## src/sv/cic_pkg.sv

```systemverilog
`default_nettype none

package cic_pkg;

  localparam int MAX_STAGES_DEF = 8;
  localparam int MAX_FACTOR_DEF = 64;

  localparam int SAMP_W     = 18;
  localparam int ACC_W      = 64;
  localparam int GAIN_W     = 32;
  localparam int FACTOR_W   = 7;
  localparam int STAGES_W   = 4;
  localparam int CFG_IDX_W  = 2;
  localparam int CFG_DATA_W = 32;

  localparam logic [CFG_IDX_W-1:0] REG_INTERP_FACTOR = 2'd0;
  localparam logic [CFG_IDX_W-1:0] REG_STAGE_COUNT   = 2'd1;
  localparam logic [CFG_IDX_W-1:0] REG_GAIN_COMP     = 2'd2;

  localparam logic [FACTOR_W-1:0] FACTOR_RST = 7'd8;
  localparam logic [STAGES_W-1:0] STAGES_RST = 4'd3;
  localparam logic [GAIN_W-1:0]   GAIN_RST   = 32'h0200_0000;

  typedef struct packed {
    logic [ACC_W-1:0] re;
    logic [ACC_W-1:0] im;
  } cplx_t;

  typedef struct packed {
    logic  vld;
    logic  last;
    cplx_t data;
  } token_t;

endpackage

`default_nettype wire

```

## src/sv/cic_integ_cell.sv

```systemverilog
`default_nettype none

module cic_integ_cell import cic_pkg::*; (
  input  wire logic   clk,
  input  wire logic   rst,
  input  wire logic   adv,
  input  wire logic   active,
  input  wire token_t tok_in,
  output token_t      tok_out
);

  cplx_t acc;
  cplx_t sum;

  always_comb begin
    sum.re = tok_in.data.re + acc.re;
    sum.im = tok_in.data.im + acc.im;
  end

  always_ff @(posedge clk) begin
    if (rst) begin
      tok_out.vld <= 1'b0;
      acc         <= '0;
    end else if (adv) begin
      tok_out.vld  <= tok_in.vld;
      tok_out.last <= tok_in.last;
      if (tok_in.vld) begin
        if (active) begin
          acc          <= sum;
          tok_out.data <= sum;
        end else begin
          tok_out.data <= tok_in.data;
        end
      end
    end
  end

endmodule

`default_nettype wire

```

## config.mk

```make
export PLATFORM = sky130hd
export DESIGN_NAME = cic_integ_cell
export DESIGN_NICKNAME = d
export VERILOG_FILES = /design/src/sv/cic_pkg.sv /design/src/sv/cic_integ_cell.sv
export SDC_FILE = /design/constraint.sdc
export NUM_CORES = 1
export LEC_CHECK = 0
export BUFFER_PORTS_ARGS = -buffer_cell sky130_fd_sc_hd__buf_2
export CORE_MARGIN = 3
export CORE_UTILIZATION = 50
export DETAILED_ROUTE_END_ITERATION = 16
export MAX_ROUTING_LAYER = met4
export PLACE_DENSITY = 0.7
export SYNTH_ARGS = -nofsm -noshare
export SYNTH_HDL_FRONTEND = slang
export SYNTH_SLANG_ARGS = --single-unit
```

## constraint.sdc

```tcl
create_clock -name clk -period 19.2 [get_ports clk]
set_clock_uncertainty 0.05 [all_clocks]
set_input_delay 1.92 -clock clk [delete_from_list [all_inputs] [get_ports clk]]
set_output_delay 1.92 -clock clk [all_outputs]
set_load 0.02 [all_outputs]
```

### Yosys cells after proc, flatten, opt, wreduce, memory -nomap -nowiden

Cells that the tools add are included.

* $add $sub $neg: 2
* multiply operators: 0
* reductions and logical operators: 3
* shift-type cells: 0
* divide/modulo/power cells: 0
* $lt $le $gt $ge: 0
* eq/ne operators: 0
* multiplexer cells: 1
* bitwise gates (word level): 1

Operator list (count)
* $add 64x64->64: 2
* $mux 128: 1
* $reduce_and 3->1: 2
* $reduce_and 2->1: 1
* $not 1->1: 1

* logic and storage cells: 13
* register bits after elaboration: 258
* output and inout bits: 130
* input port bits: 134
* bits in read-only memories: 0
* latch bits: 0
* memory bits (writable): 0
* memories: 0

### Depth between registers and ports, before layout

* word-level depth: 2
* gate-level depth with buffers: 12
* gate-level depth less buffers: 12

### Worst setup path before layout

OpenSTA, ideal clock, no wires.

* kind: input-to-reg
* from: input rst
* to: register tok_out[0] in the netlist's numbering (enable)
* setup time: 616 ps
* buffers on the path: 3
* stages on the path: 4
* slack: 10679 ps
* arrival time: 7855 ps
* data required time: 18534 ps
* cell sequence: clkbuf_1 clkbuf_1 clkbuf_1 nor2_1

* longest elaborated chain between the ends: 2

Ends and longest elaborated chain
* start, declared: RTL line cic_integ_cell.sv:5 `input wire logic rst,`
* $not 1->1 (no source line)
* $reduce_and 3->1 (no source line)
* end, declared: RTL line cic_integ_cell.sv:9 `output token_t tok_out`

Every way passes these cells.
A chain may end at the register's enable or synchronous reset.

### Worst setup path in the final report

* from: input tok_in[64] in the netlist's numbering
* to: register tok_out[126] in the netlist's numbering (data pin)

* longest elaborated chain between the ends: 2

Ends and longest elaborated chain
* start, declared: RTL line cic_integ_cell.sv:8 `input wire token_t tok_in,`
* $add 64x64->64: RTL line cic_integ_cell.sv:16 `sum.re = tok_in.data.re + acc.re;`
* $mux 128: RTL line cic_integ_cell.sv:28 `if (active) begin`

Every way passes these cells.

==> metrics list <==
- Outcome: finished, final reports clean
- Nature of the critical path startpoint: input port
- After floorplanning, the core was divided into 69 placement rows.
* Drt first-iter violations: around 970
* Number of H-tree levels: 1
- The first global-routing pass estimated about 84000 um of wire.
- The count of endpoints failing hold in the final timing report was 0.
- Maximum number of pins on one net before global-route repair: about 100
* Syn avg cell area: roughly 8.9 um2
- At the end of the flow, the number of nets in the layout was around 2.5k.
- Worst hold slack: 0.4077 ns
- Sequential element share of the synthesized area: 0.3549
* Reg clk slew, reported paths: 0.06 ns
- The region available for standard cell placement spans between 0.03 and 0.04 mm2.
* Post-synthesis cell area: 0.01819 mm2
- Summed over all layers, the global routing overflow is 0.
- The first detailed-routing pass took 5 iterations.
* Clock Sinks: 258
- Worst hold-check path type: reg2reg
* Slew at the pin closest to its max-slew limit: 1.176 ns
- Slew margin rel.: 0.2157
- RSZ-0062 raised after global routing: false
* Async SR Flop Fraction: 0
- Number of unique standard cell types used by synthesis: about 100
- Crit path required time: between 15 and 20 ns
- At the later pin of the worst-skew pair, clock insertion delay measures roughly 0.58 ns.
- On the critical path, the stage with the largest delay is an instance of sky130_fd_sc_hd__a31oi_1.
- Input and output buffers added on the ports amount to approximately 260.
- Power per cell area: about 76 mW/mm2
- The number of clock buffers added by TritonCTS is 30.
- Buffers from clock root to sink, at most: 3
- GP Congestion: about 0.96
- Vert. Die Dim: about 200 um
* Crit Path Max Fanout: 5
- Nature of the critical path endpoint: flip-flop
- Share of the clock period used by the worst path after layout: 0.2629
- Total of warnings raised by yosys: 0
- The smallest clock period supported by the final layout is computed as around 5.0 ns.
- Number of cells after detailed placement: around 2.7k
- In the post-route analysis, the smallest setup slack over all paths is 14.15 ns.
* Wirelength, routed: 53140 um
- The routed layout has between 15k and 20k vias.
- Final cell count without fillers: around 2.7k
- Number of global-route vias before repair: about 16k
* Avg Vias per Cell: 5.968
- Setup violations remaining at the end of the flow were counted as 0.
* Buffer count from post-CTS setup fixing: 0
- Initial antenna violation count: 4
* Cells along the critical path: buf_2 > ha_1 > fa_1 > a211oi_1 > o211ai_1 > a31oi_2 > o311ai_2 > o21ai_1 > o21ai_2 > a31oi_1 > o21ai_1 > xor2_1 > mux2_2
- After detailed routing, the average wire length per cell comes to between 15 and 20 um.
* DRC Markers: 0
- CTS tree: done
- Across every metal layer, demand over resource in global routing totals 0.2702.
* Die footprint: around 0.039 mm2
* Die W: approximately 200 um
- Largest stage delay on the critical path: approximately 0.55 ns
- In the synthesized netlist, the number of instances is around 2.1k.
- Number of enable flip-flop cells after synthesis: approximately 130
* Cell chosen for the clock root: sky130_fd_sc_hd__clkbuf_16
- Quantity of hold-fixing buffers added after cts: 0
* WS Path Type: in2reg
* Area used by multi-input combinational logic: around 0.011 mm2
* Number of primary I/O pins: about 260
- At the end of the flow the core is filled with cells to 0.5821.
- After detailed placement, the total cell area comes to between 0.015 and 0.02 mm2.
- Synthesis inferred 258 register bits.
* Fraction of final layout cells sized beyond drive strength 1: 0.2224
* Aggregate negative setup slack: 0 ns
- Overall power consumption: 1.588 mW
- Max capacitance violation total: 0
* Net Count, Synth: between 2k and 2.5k
* Register area: ~0.0065 mm2
- Final slew viol count: 0
- In this run the static leakage power is about 8.5 nW.
- After routing the design area is roughly 0.021 mm2.
- Worst-case vdd ir drop: roughly 0.000066 V
- The initial utilization of the core area, before any placement, comes to 0.5090.
* HPWL after DPL: 39350 um
- Top flip-flop cell by instance count after synthesis: sky130_fd_sc_hd__edfxtp_1
- Setup Slack @ Placement: ~14 ns
- Derived from the worst setup path, the maximum achievable clock frequency is roughly 200 MHz.
- Filler Cell Count: approximately 3.2k
- Crit-path most repeated cell: sky130_fd_sc_hd__o21ai_1
- Arrival time worst endpoint: between 5 and 6 ns
- The number of gates resized after CTS was 0.
* Area Growth Syn to Fin: 14.35%
- Number of routed nets with antenna violations: 0
-- power breakdown --
group | total (mW) | leakage (nW) | switching (mW) | internal (mW)
Clock | 0.644 | 0.535 | 0.244 | 0.400
Combinational | 0.327 | 5.75 | 0.201 | 0.126
Sequential | 0.617 | 2.23 | 0.00967 | 0.608
-- logic make-up after synthesis --
family / count (synthesis) / synth area share
compound gates: 643 / 0.2316
xor+xnor: 118 / 0.05680
simple gates: 620 / 0.1565
fa+ha+maj: 128 / 0.08885
buf+inv: 168 / 0.03734
mux: 120 / 0.07414
flops: 258 / 0.3549
-- final timing paths --
check / from / cells past startpoint / end / slack, ns
worst max-delay path: tok_in[64] / 13 / tok_out[126] / 14.15
worst min-delay path: acc[78] / 2 / acc[78] / 0.41
worst max register to register: acc[64] / 12 / tok_out[126] / 15.31
worst min register to register: acc[78] / 2 / acc[78] / 0.41
-- layout make-up --
type,instances,share of cell area
Multi-Input combinational cell,1629,0.5329
Sequential cell,258,0.3103
Timing Repair Buffer,272,0.06694
Clock buffer,36,0.03963
Tap cell,461,0.02773
Clock inverter,20,0.01431
Inverter,42,0.007578
Antenna cell,5,0.0006014
-- placed cells by master, fill, tap and decap left out, types with 19 or more instances in the layout --
cell type	netlist	routed
sky130_fd_sc_hd__a211oi_1	20	20
sky130_fd_sc_hd__a21o_1	74	74
sky130_fd_sc_hd__a21oi_1	265	265
sky130_fd_sc_hd__a31oi_1	25	25
sky130_fd_sc_hd__and3_1	19	19
sky130_fd_sc_hd__buf_2	19	261
sky130_fd_sc_hd__clkbuf_16	0	31
sky130_fd_sc_hd__dfxtp_1	129	129
sky130_fd_sc_hd__edfxtp_1	129	129
sky130_fd_sc_hd__ha_1	126	126
sky130_fd_sc_hd__inv_1	41	41
sky130_fd_sc_hd__mux2_2	114	114
sky130_fd_sc_hd__nand2_1	309	309
sky130_fd_sc_hd__nand3_1	28	27
sky130_fd_sc_hd__nand4_1	48	48
sky130_fd_sc_hd__nor2_1	110	108
sky130_fd_sc_hd__nor3_1	25	25
sky130_fd_sc_hd__o21ai_0	79	79
sky130_fd_sc_hd__o21bai_1	28	28
sky130_fd_sc_hd__xnor2_1	77	77
sky130_fd_sc_hd__xor2_1	41	41
-- sequential cells by signal, indices dropped and copies added (netlist names) --
register,cells
tok_out,130
acc,128
-- metal layers --
layer  global-route usage  wire length (um)  vias to the layer above
li1                     -                 -                     7942
met1               0.3532             23710                     7710
met2               0.4436             25060                      512
met3              0.03368              3083                       87
met4              0.07920              1287                        0
met5                    -                 0                        -
-- critical path, delay by kind of cell --
kind,cells,cell delay [ns]
buffers and inverters,1,0.11
muxes,1,0.27
xor gates and xnor gates,1,0.18
adders and majority gates,2,0.68
AOI/OAI and AO/OA,8,2.17
-- cell usage after synthesis (20+ instances only) --
master / n / share of area
sky130_fd_sc_hd__nand2_1: 309 / 0.064
sky130_fd_sc_hd__a21oi_1: 265 / 0.073
sky130_fd_sc_hd__dfxtp_1: 129 / 0.14
sky130_fd_sc_hd__edfxtp_1: 129 / 0.21
sky130_fd_sc_hd__ha_1: 126 / 0.087
sky130_fd_sc_hd__mux2_2: 114 / 0.071
sky130_fd_sc_hd__nor2_1: 110 / 0.023
sky130_fd_sc_hd__clkbuf_1: 90 / 0.019
sky130_fd_sc_hd__o21ai_0: 79 / 0.022
sky130_fd_sc_hd__xnor2_1: 77 / 0.037
sky130_fd_sc_hd__a21o_1: 74 / 0.031
sky130_fd_sc_hd__nand4_1: 48 / 0.017
sky130_fd_sc_hd__inv_1: 41 / 0.0085
sky130_fd_sc_hd__xor2_1: 41 / 0.020
sky130_fd_sc_hd__nand3_1: 28 / 0.0077
sky130_fd_sc_hd__o21bai_1: 28 / 0.012
sky130_fd_sc_hd__a31oi_1: 25 / 0.0086
sky130_fd_sc_hd__nor3_1: 25 / 0.0069
sky130_fd_sc_hd__a211oi_1: 20 / 0.0083
Note: power is estimated with default switching activity, not from simulation.
