[src/sv/cic_pkg.sv]
`default_nettype none

package cic_pkg;

  localparam int MAX_STAGES_DEF = 8;
  localparam int MAX_FACTOR_DEF = 64;

  localparam int SAMP_W     = 18;
  localparam int ACC_W      = 64;
  localparam int GAIN_W     = 32;
  localparam int FACTOR_W   = 7;
  localparam int STAGES_W   = 4;
  localparam int CFG_IDX_W  = 2;
  localparam int CFG_DATA_W = 32;

  localparam logic [CFG_IDX_W-1:0] REG_INTERP_FACTOR = 2'd0;
  localparam logic [CFG_IDX_W-1:0] REG_STAGE_COUNT   = 2'd1;
  localparam logic [CFG_IDX_W-1:0] REG_GAIN_COMP     = 2'd2;

  localparam logic [FACTOR_W-1:0] FACTOR_RST = 7'd8;
  localparam logic [STAGES_W-1:0] STAGES_RST = 4'd3;
  localparam logic [GAIN_W-1:0]   GAIN_RST   = 32'h0200_0000;

  typedef struct packed {
    logic [ACC_W-1:0] re;
    logic [ACC_W-1:0] im;
  } cplx_t;

  typedef struct packed {
    logic  vld;
    logic  last;
    cplx_t data;
  } token_t;

endpackage

`default_nettype wire

[src/sv/cic_comb_cell.sv]
`default_nettype none

module cic_comb_cell import cic_pkg::*; (
  input  wire logic   clk,
  input  wire logic   rst,
  input  wire logic   active,
  input  wire token_t tok_in,
  output token_t      tok_out
);

  cplx_t delay;

  always_ff @(posedge clk) begin
    if (rst) begin
      tok_out.vld <= 1'b0;
      delay       <= '0;
    end else begin
      tok_out.vld  <= tok_in.vld;
      tok_out.last <= tok_in.last;
      if (tok_in.vld) begin
        if (active) begin
          tok_out.data.re <= tok_in.data.re - delay.re;
          tok_out.data.im <= tok_in.data.im - delay.im;
          delay           <= tok_in.data;
        end else begin
          tok_out.data <= tok_in.data;
        end
      end
    end
  end

endmodule

`default_nettype wire

[config.mk]
export PLATFORM = sky130hd
export DESIGN_NAME = cic_comb_cell
export DESIGN_NICKNAME = d
export VERILOG_FILES = /design/src/sv/cic_pkg.sv /design/src/sv/cic_comb_cell.sv
export SDC_FILE = /design/constraint.sdc
export NUM_CORES = 1
export LEC_CHECK = 0
export ABC_CLOCK_PERIOD_IN_PS = 8200
export BUFFER_PORTS_ARGS = -buffer_cell sky130_fd_sc_hd__buf_2
export CAP_MARGIN = 15
export CORE_MARGIN = 3
export CORE_UTILIZATION = 53
export DETAILED_ROUTE_END_ITERATION = 6
export PLACE_DENSITY = 0.78
export SYNTH_ARGS = -nofsm -noshare
export SYNTH_HDL_FRONTEND = slang
export SYNTH_SLANG_ARGS = --single-unit
export TNS_END_PERCENT = 5
[constraint.sdc]
create_clock -name clk -period 8.2 [get_ports clk]
set_input_delay 1.23 -clock clk [delete_from_list [all_inputs] [get_ports clk]]
set_output_delay 1.23 -clock clk [all_outputs]
set_load 0.01 [all_outputs]
Word-level counts from Yosys, hierarchy flattened
Cells that the tools add are included.

$add $sub $neg: 2. Multiply operators: 0. Divide/modulo/power cells: 0. Order comparisons: 0. Eq/ne operators: 0. Shifts and indexed selects: 0. Multiplexer cells: 1. Bitwise logic cells: 1. Reduce and logical (&&, ||, !) cells: 2.

Operators by type and width (count): $mux 128 (1); $sub 64x64->64 (2); $reduce_and 2->1 (2); $not 1->1 (1).

Register bits after elaboration: 258. Latch bits: 0. Memory bits (writable): 0. ROM bits: 0. Bits of input ports: 133. Output and inout bits: 130. Logic and storage cells: 12. Memories: 0.

Depth between registers and ports, before layout
Gate-level depths: netlist of the first run.

Depth after elaboration: 2. Depth in mapped cells: 13. Gate-level depth less buffers: 13.

Least setup slack after synthesis of the first run
Ideal clock, no wire load.

Path kind: input to register. From: input port rst. To: register tok_out[0] (netlist name) (enable). Library setup time: 629 ps. Arrival: 7165 ps. Path slack: 405 ps. Stages: 3. Path through: clkbuf_1 -> clkbuf_1 -> nor2b_1.

Word-level cells in the longest chain between the ends: 2.

Ends and longest elaborated chain: start, declared (line cic_comb_cell.sv:5) `input wire logic rst,`; $not 1->1 (no line); $reduce_and 2->1 (no line); end, declared (line cic_comb_cell.sv:8) `output token_t tok_out`.

No other way between the ends. A chain may end at the register's enable or synchronous reset.

Worst setup path in the final report of the first run
From: input port tok_in[64] (netlist name). To: register tok_out[120] (netlist name) (data pin).

Word-level cells in the longest chain between the ends: 2.

Ends and longest elaborated chain: start, declared (line cic_comb_cell.sv:7) `input wire token_t tok_in,`; $sub 64x64->64 (line cic_comb_cell.sv:22) `tok_out.data.re <= tok_in.data.re - delay.re;`; $mux 128 (line cic_comb_cell.sv:21) `if (active) begin`.

No other way between the ends.

==> results by stage, run 1 <==
Setup path:
- The critical path goes through buf_2 > inv_1 > ha_1 > fa_1 > nor2b_1 > o21ai_1 > a21oi_1 > o211ai_1 > a21o_1 > a2111oi_0 > a211oi_1 > a2111oi_0 > nor3_1 > nand3b_1.
- The endpoint class of the critical path is a register.
- The worst endpoint required time is 8.49 ns.
- The most numerous cell type found on the critical path is sky130_fd_sc_hd__a2111oi_0.
- The buffers plus inverters on the worst setup path is 2.
- For this design, the slowest cell found on the critical path is sky130_fd_sc_hd__a2111oi_0.
- In this run the worst path has a maximum fanout of 4.
- The critical path is of the in2reg type.
- The family with the most delay on the worst path is compound AO/OA/AOI/OAI gates.
- The nature of the critical path startpoint is an input pin.
- Data on the critical path arrives at its endpoint at 4.49 ns.
- The largest single stage delay on the critical path is 0.66 ns.

Timing:
- The clock arrives with 0.0191 ns of skew.
- Dividing the final minimum period by the clock period gives 0.511.
- The slew at the pin closest to its max-slew limit is 1.10 ns.
- The maximum clock frequency is 239 MHz.
- The final-report setup violation count is 0.
- Setup total negative slack on the finished layout was measured at 0 ns.
- The number of hold violations in the final report came to 0.
- Setup repair after global routing left no endpoint under its margin.
- Headroom to the max-slew limit came out at 0.264.
- The max-slew violation count is 0.
- The smallest clock period supported by the final layout is computed as 4.19 ns.

GRT:
- The total overflow left after global routing is 0.
- The initial antenna violation count is 9.
- The first global-routing pass estimated 77.0 mm of wire.
- Entering global routing, the biggest net connects 85 pins.
- For this run, the total global-route usage over all layers was measured as 0.260.
- The via count of the first global-routing pass is 15,500.
- The met2 usage is 0.449.
- The met1 layer usage reported by global route is 0.331.
- For this run, global-route usage on met3 was measured as 0.0363.
- The routing layer with the top usage in global route is met2.

Synthesis:
- In the post-synthesis netlist, the biggest area contributors are sky130_fd_sc_hd__edfxtp_1, sky130_fd_sc_hd__dfxtp_1, sky130_fd_sc_hd__ha_1, sky130_fd_sc_hd__a21oi_1, sky130_fd_sc_hd__nand2_1.
- The synthesized design contains 258 register bits.
- The most used flip-flop cell after synthesis is sky130_fd_sc_hd__edfxtp_1.
- After technology mapping, the gate count stands at 2,112.
- The biggest area contributor in the post-synthesis netlist is sky130_fd_sc_hd__edfxtp_1.
- The count of different cell masters after synthesis is 78.
- The mapped cell area is 0.0176 mm2.
- For this run, the register share of the synthesized area comes to 0.366.
- The proportion of netlist area held by the largest area contributor is 0.220.
- sky130_fd_sc_hd__nand2_1 is the most common cell in the netlist.
- For this run, asynchronously set or reset flops after synthesis account for 0.
- Averaged over all synthesized cells, the footprint is 8.36 um2.
- The commonest cells after synthesis are sky130_fd_sc_hd__nand2_1, sky130_fd_sc_hd__a21oi_1, sky130_fd_sc_hd__inv_1.
- The number of nets in the synthesized netlist is 2,373.
- The synthesized design contains 129 enable-type register cells.
- The count of warnings emitted by yosys is 0.

Floorplan:
- For this design the top-level I/O count stands at 263.
- In this run the horizontal extent of the chip is 188 um.
- The initial utilization of the core area, before any placement, comes to 0.540.
- The die area is 0.0355 mm2.
- The die span in y is 188 um.
- The area inside the core boundary is 0.0327 mm2.
- The floorplan has 66 rows.

Drt:
- In the routed layout, each cell is associated on average with a via count of 5.74.
- The first routing iteration left 1,067 violations.
- Detailed routing inserted a total of 15,900 vias.
- The routed wirelength normalized by instance count is 17.3 um.
- The first-pass detailed-route iteration total is 7.
- The overall routed net length is 47.8 mm.
- The detail route stage leaves a number of antenna-violating nets equal to 0.
- For this run, design rule violations remaining after detail routing come to 3.

Final layout:
- Summing all multi-input logic gate instances after layout gives 0.0102 mm2.
- The total of fill cells in the finished design is 2,858.
- The proportion of layout cells with a drive suffix above 1 is 0.184.
- After the last flow step, the layout net total stands at 2,561.
- The register area is 0.00646 mm2.
- Relative to the synthesized area, the layout overhead comes to 14.2%.

Clocking:
- The buffer cell driving the clock tree root is sky130_fd_sc_hd__clkbuf_16.
- The total setup buffers inserted after CTS is 0.
- The clock transition at the registers of the reported paths is 0.06 ns.
- The later pin in the worst-skew pair is clocked with a latency of 0.56 ns.
- The number of resized instances in the post-cts repair step is 0.
- In this run the deepest clock path goes through 3 buffers.
- The CTS H-tree depth is 1.
- The clock tree from TritonCTS is done.
- TritonCTS created 29 clock buffers.
- The TritonCTS sink count is 258.
- For this design, the CTS-stage hold fixing added 0 buffers.

Pwr:
- The leakage component of the power is 8.01 nW.
- VDD sags by at most 0.154 mV.
- The power density of the placed cells is 187 mW/mm2.
- The overall power of the completed layout is 3.77 mW.

Run status:
- The final reports fail on DRC.
- The run finished, with violations left.

Placement:
- The placed wire-length estimate after detailed placement is 34.9 mm.
- At the end of routability-driven placement, the weighted congestion stood at 0.933.
- Port buffering added 262 buffers.

Job:
- The number of maximum-capacitance constraint violations is 0.

Worst hold path:
- In this run the worst hold path is classified as reg2reg.
==> where the power goes <==
part	total (mW)	internal (mW)	switching, mW
Sequential	1.48	1.45	0.0285
Combinational	0.956	0.390	0.566
Clock	1.33	0.787	0.544
==> worst register-to-register path, cell delays in order, from the launching register on <==
cell	delay, ns
sky130_fd_sc_hd__dfxtp_1	0.31
sky130_fd_sc_hd__ha_1	0.21
sky130_fd_sc_hd__fa_1	0.41
sky130_fd_sc_hd__nor2b_1	0.16
sky130_fd_sc_hd__o21ai_1	0.13
sky130_fd_sc_hd__a21oi_1	0.26
sky130_fd_sc_hd__o211ai_1	0.15
sky130_fd_sc_hd__a21o_1	0.22
sky130_fd_sc_hd__a2111oi_0	0.40
sky130_fd_sc_hd__a211oi_1	0.19
sky130_fd_sc_hd__a2111oi_0	0.66
sky130_fd_sc_hd__nor3_1	0.12
sky130_fd_sc_hd__nand3b_1	0.18
==> registers in the layout, summed over array words and instances (netlist names) <==
name     count
delay      128
tok_out    130
==> layout by cell type (no fill, tap or decap), types with 7 or more instances in the layout <==
master,instances
sky130_fd_sc_hd__xor2_1,39
sky130_fd_sc_hd__and2_1,7
sky130_fd_sc_hd__xnor2_1,68
sky130_fd_sc_hd__a31oi_1,9
sky130_fd_sc_hd__nor2b_1,9
sky130_fd_sc_hd__buf_4,10
sky130_fd_sc_hd__nand2b_1,10
sky130_fd_sc_hd__dfxtp_1,129
sky130_fd_sc_hd__a211oi_1,13
sky130_fd_sc_hd__nand4_1,41
sky130_fd_sc_hd__mux2_2,94
sky130_fd_sc_hd__nand2_1,386
sky130_fd_sc_hd__edfxtp_1,129
sky130_fd_sc_hd__o21a_1,11
sky130_fd_sc_hd__o21bai_1,33
sky130_fd_sc_hd__o21ai_1,19
sky130_fd_sc_hd__a21o_1,75
sky130_fd_sc_hd__a21oi_1,297
sky130_fd_sc_hd__o21ai_0,62
sky130_fd_sc_hd__ha_1,126
sky130_fd_sc_hd__nand3_1,27
sky130_fd_sc_hd__o211ai_1,7
sky130_fd_sc_hd__nor3_1,30
sky130_fd_sc_hd__o31ai_1,11
sky130_fd_sc_hd__buf_2,260
sky130_fd_sc_hd__and3_1,11
sky130_fd_sc_hd__inv_1,161
sky130_fd_sc_hd__clkbuf_16,29
sky130_fd_sc_hd__nor2_1,86
==> layer usage <==
layer | wire length, um | up-vias
li1 | - | 7841
met1 | 20100 | 7339
met2 | 22700 | 572
met3 | 3160 | 121
met4 | 1740 | 8
met5 | 59 | -
==> cells by family (layout without fill, tap and decap cells) <==
family	after synthesis	in the layout	synth area share
simple gates	645	645	0.161
compound gates	602	602	0.208
buf+inv	274	483	0.0584
flops	258	258	0.366
fa+ha+maj	128	128	0.0916
xor+xnor	107	107	0.0531
mux	98	98	0.0625
other cells	0	5	0
==> worst paths after layout <==
kind                          start                      to  slack [ns]  cells past startpoint
min          delay[33]$_SDFFE_PP0P_  delay[33]$_SDFFE_PP0P_        0.45                      2
max                      tok_in[64]  tok_out[120]$_DFFE_PP_        4.01                     14
min reg2reg  delay[33]$_SDFFE_PP0P_  delay[33]$_SDFFE_PP0P_        0.45                      2
max reg2reg  delay[64]$_SDFFE_PP0P_  tok_out[120]$_DFFE_PP_        4.53                     12
==> layout make-up <==
| cell class | count | share of cell area |
|---|---|---|
| timing repair buffer | 270 | 0.0683 |
| clock inverter | 16 | 0.00863 |
| tap | 442 | 0.0274 |
| sequential | 258 | 0.320 |
| clock buffer | 36 | 0.0398 |
| multi-input combinational | 1580 | 0.505 |
| antenna | 5 | 0.000621 |
| inverter | 161 | 0.0300 |
==> through the flow <==
step                      utilization  hold WS [ns]  cell area, um2  setup WS, ns  cells
after floorplan                     -         0.436           17600         0.405   2112
after CTS                       0.616         0.454           20100          4.06   2763
after global placement          0.586         0.441           19200          3.61   2711
final                           0.616         0.453           20200          4.01   2768
after global routing            0.616         0.468           20200          3.80   2768
after detailed placement        0.586         0.446           19200          3.47   2711
Power figures use the tool's default switching activity.
==> run 2, diff against run 1 <==
--- a/config.mk
+++ b/config.mk
@@ -5,11 +5,12 @@
 export SDC_FILE = /design/constraint.sdc
 export NUM_CORES = 1
 export LEC_CHECK = 0
-export ABC_CLOCK_PERIOD_IN_PS = 8200
+export ABC_AREA = 1
+export ABC_CLOCK_PERIOD_IN_PS = 3460
 export BUFFER_PORTS_ARGS = -buffer_cell sky130_fd_sc_hd__buf_2
 export CAP_MARGIN = 15
 export CORE_MARGIN = 3
-export CORE_UTILIZATION = 53
+export CORE_UTILIZATION = 54
 export DETAILED_ROUTE_END_ITERATION = 6
 export PLACE_DENSITY = 0.78
 export SYNTH_ARGS = -nofsm -noshare
==> constraint.sdc (replaced) <==
create_clock -name clk -period 3.46 [get_ports clk]
set_input_delay 0.519 -clock clk [delete_from_list [all_inputs] [get_ports clk]]
set_output_delay 0.519 -clock clk [all_outputs]
set_load 0.01 [all_outputs]
==> results by stage, run 2 <==
GRT:
- The global route total overflow is 0.
- The initial antenna violation count is 4.
- The via count of the first global-routing pass was 19,900.
- The all-layer global routing usage is 0.321.
- Entering global routing, the biggest net connects 136 pins.
- The first global-routing pass estimated 107 mm of wire.

Synthesis:
- In the synthesized netlist the dominant register cell turns out to be sky130_fd_sc_hd__edfxtp_1.
- After synthesis, the cell types taking the most area are sky130_fd_sc_hd__nand2_1, sky130_fd_sc_hd__edfxtp_1, sky130_fd_sc_hd__inv_1, sky130_fd_sc_hd__dfxtp_1, sky130_fd_sc_hd__ha_1.
- The count of different cell masters after synthesis is 34.
- The cell type with the highest aggregate area in the netlist is sky130_fd_sc_hd__nand2_1.
- Of all flip-flops after synthesis, the portion carrying an async set or reset was 0.
- The register area share after synthesis is 0.300.
- Synthesis produced a netlist whose cell count is 3,551.
- By count the netlist is led by sky130_fd_sc_hd__nand2_1, sky130_fd_sc_hd__inv_1, sky130_fd_sc_hd__a21oi_1.
- Of the post-synthesis cell area, the dominant cell type holds 0.233.
- Synthesis inferred 258 register bits.
- In the post-synthesis netlist, the cell with the most instances is sky130_fd_sc_hd__nand2_1.
- The synthesized design contains 129 enable-type register cells.
- The Yosys step of the flow raised 0 warnings.
- The number of nets in the synthesized netlist is 3,812.
- The mean area per synthesized cell is 6.06 um2.
- Summing every instance area after synthesis gives 0.0215 mm2.

Final layout:
- The register containing the most flip-flops in the final layout is tok_out.
- The library cell used most frequently in the layout, excluding fill and tap cells, is sky130_fd_sc_hd__nand2_1.
- The total of fill cells in the finished design is 3,969.
- The final cell utilization of the core is 0.626.
- The post-layout net count is 4,051.
- In the final layout, the registers with the most flip-flops are tok_out x130, delay x128.
- In the layout the commonest cells are sky130_fd_sc_hd__nand2_1, sky130_fd_sc_hd__inv_1, sky130_fd_sc_hd__buf_2.
- The final non-filler cell total is 4,334.
- The flip-flop count of the largest register, all copies and words added is 130.
- From synthesis to final layout, the design area changed by 13.5%.
- The proportion of layout cells with a drive suffix above 1 is 0.119.

Floorplan:
- The die width is 206 um.
- After floorplanning, the core was sized to cover 0.0390 mm2.
- The die span in y is 206 um.
- For this design the top-level I/O count stands at 263.
- The initial utilization of the core area, before any placement, comes to 0.552.
- The number of standard-cell rows in the floorplan is 72.
- The die covers 0.0423 mm2.

Worst hold path:
- The path class of the tightest hold or removal check is in2reg.

Clocking:
- The hold-fix buffer count after cts is 0.
- The clock transition at the registers of the reported paths is 0.06 ns.
- The number of resized instances in the post-cts repair step is 0.
- The latest clock arrival within the worst-skew pair is 0.60 ns.
- Post-CTS timing repair inserted 0 buffers for setup.
- CTS built an H-tree with a depth of 1.
- The TritonCTS sink count is 258.
- No sink is reached through more buffers than the 3 on the longest clock path.
- The TritonCTS buffer count is 30.
- The buffer cell driving the clock tree root is sky130_fd_sc_hd__clkbuf_16.
- TritonCTS built the clock tree.

Setup path:
- The cell that appears most often on the critical path is sky130_fd_sc_hd__nand2_1.
- The critical path is of the reg2reg type.
- For the worst setup path, the data required time is 3.80 ns.
- Grouping stages by cell kind, the critical path spends the most delay in simple AND/OR/NAND/NOR gates.
- The library cell contributing the largest single delay on the critical path is sky130_fd_sc_hd__fa_1.
- The maximum net fanout on the critical path is 3.
- The data arrival time of the critical path is 2.80 ns.
- STA classifies the critical path endpoint as a register.
- The signal on the critical path passes through ha_1 > fa_1 > nor2_2 > or2_1 > nand3_1 > nand2_1 > nand2_1 > nand2_2 > nand2_1 > nand2_1 > nand2_1 > nand3_1 > nand2_1.
- The nature of the critical path startpoint is a register.
- The maximum cell stage delay along the critical path is 0.45 ns.
- The buffers plus inverters on the worst setup path is 0.

Timing:
- The worst slew margin relative to its limit is 0.249.
- Setup repair after global routing left no endpoint under its margin.
- Setup slack on the critical path of the routed design comes to 1.00 ns.
- The slew at the pin closest to its max-slew limit is 1.13 ns.
- The smallest clock period supported by the final layout is computed as 2.46 ns.
- The setup skew after layout is 0.0237 ns.
- Of the available clock period, the critical path in the final layout requires 0.710.
- The maximum clock frequency is 407 MHz.
- After routing, the total negative slack on setup checks comes to 0 ns.
- The max-slew violation count is 0.
- The final-report setup violation count is 0.
- Across all hold checks on the routed design, the worst slack comes to 0.100 ns.
- The number of hold violations in the final report came to 0.

Drt:
- The post-detailed-route count of antenna-violating nets is 0.
- After detailed routing, the number of vias per cell comes to 5.05.
- In the final routed layout, each cell accounts on average for 16.1 um.
- After detailed routing, the number of remaining DRC violations is 0.
- For this block, the routed nets add up to 69.6 mm of wire.
- The first-pass detailed-route iteration total is 6.
- For this block, the initial DRC count from the detailed router was 2,018.
- The final route contains 21,900 vias.

Pwr:
- The leakage component of the power is 13.5 nW.
- In this run the power density over the cells is 418 mW/mm2.
- The maximum vdd drop is 0.404 mV.

Placement:
- The congestion estimate from routability-driven global placement came to 1.07.
- Before CTS, the worst setup slack after placement is 0.665 ns.
- In this run the tool buffered the top-level ports with 262 buffer cells.
- The number of placed instances, taps included, is 4,276.
- Summed over all nets, the half-perimeter wirelength after detailed placement is 55.6 mm.

Run status:
- The flow ran to the end, and the final reports show no timing, DRC or antenna violations.

Job:
- The number of maximum-capacitance constraint violations is 0.
run 2: per-stage QoR:
step / power, mW / instance area, um2
CTS: 10.2 / 24400
floorplan: 5.81 / 21500
global placement: 6.77 / 23400
finish: 10.2 / 24400
detailed placement: 6.80 / 23400
global route: 10.7 / 24400
run 2: final timing paths:
kind	startpoint	endpoint	slack (ns)	cells past startpoint
worst max-delay path	delay[64]$_SDFFE_PP0P_	tok_out[108]$_DFFE_PP_	1.00	13
worst min-delay path	tok_in[128]	tok_out[128]$_DFFE_PN_	0.10	1
worst max register to register	delay[64]$_SDFFE_PP0P_	tok_out[108]$_DFFE_PP_	1.00	13
worst min register to register	delay[117]$_SDFFE_PP0P_	delay[117]$_SDFFE_PP0P_	0.46	2
run 2: layout make-up:
type                            instances  area [um2]  share of cell area
Inverter                              770        2900               0.119
Multi-Input combinational cell       2454       11900               0.489
Clock buffer                           38         832              0.0341
Sequential cell                       258        6460               0.264
Antenna cell                            2        5.00            0.000205
Clock inverter                         18         200             0.00820
Timing Repair Buffer                  276        1450              0.0595
Tap cell                              518         648              0.0265
run 2: kinds of logic (layout without fill, tap and decap cells):
kind of cell | count (synthesis) | count (layout) | share of synthesized area
buf+inv | 839 | 1102 | 0.146
flops | 258 | 258 | 0.300
other cells | 0 | 2 | 0
simple gates | 1854 | 1854 | 0.358
fa+ha+maj | 128 | 128 | 0.0751
compound gates | 414 | 414 | 0.0973
xor+xnor | 58 | 58 | 0.0236
run 2: layer usage:
layer  global-route usage  up-vias  routed length, um
met5                    0        -                 27
met4               0.0849        4               1740
met3               0.0533       99               6380
met2                0.497      796              29600
met1                0.463     9666              31800
li1                     -    11300                  -
run 2: power by group:
part	total (mW)	switching, mW	internal, mW
sequential	3.54	0.0709	3.47
combinational	3.26	2.19	1.07
clock	3.39	1.40	2.00
run 2: worst reg2reg max path, stage by stage, from the launching register on:
cell and delay [ns]:
sky130_fd_sc_hd__dfxtp_1 0.31, sky130_fd_sc_hd__ha_1 0.23, sky130_fd_sc_hd__fa_1 0.45, sky130_fd_sc_hd__nor2_2 0.16, sky130_fd_sc_hd__or2_1 0.19, sky130_fd_sc_hd__nand3_1 0.09, sky130_fd_sc_hd__nand2_1 0.18, sky130_fd_sc_hd__nand2_1 0.10
sky130_fd_sc_hd__nand2_2 0.13, sky130_fd_sc_hd__nand2_1 0.10, sky130_fd_sc_hd__nand2_1 0.07, sky130_fd_sc_hd__nand2_1 0.05, sky130_fd_sc_hd__nand3_1 0.09, sky130_fd_sc_hd__nand2_1 0.07
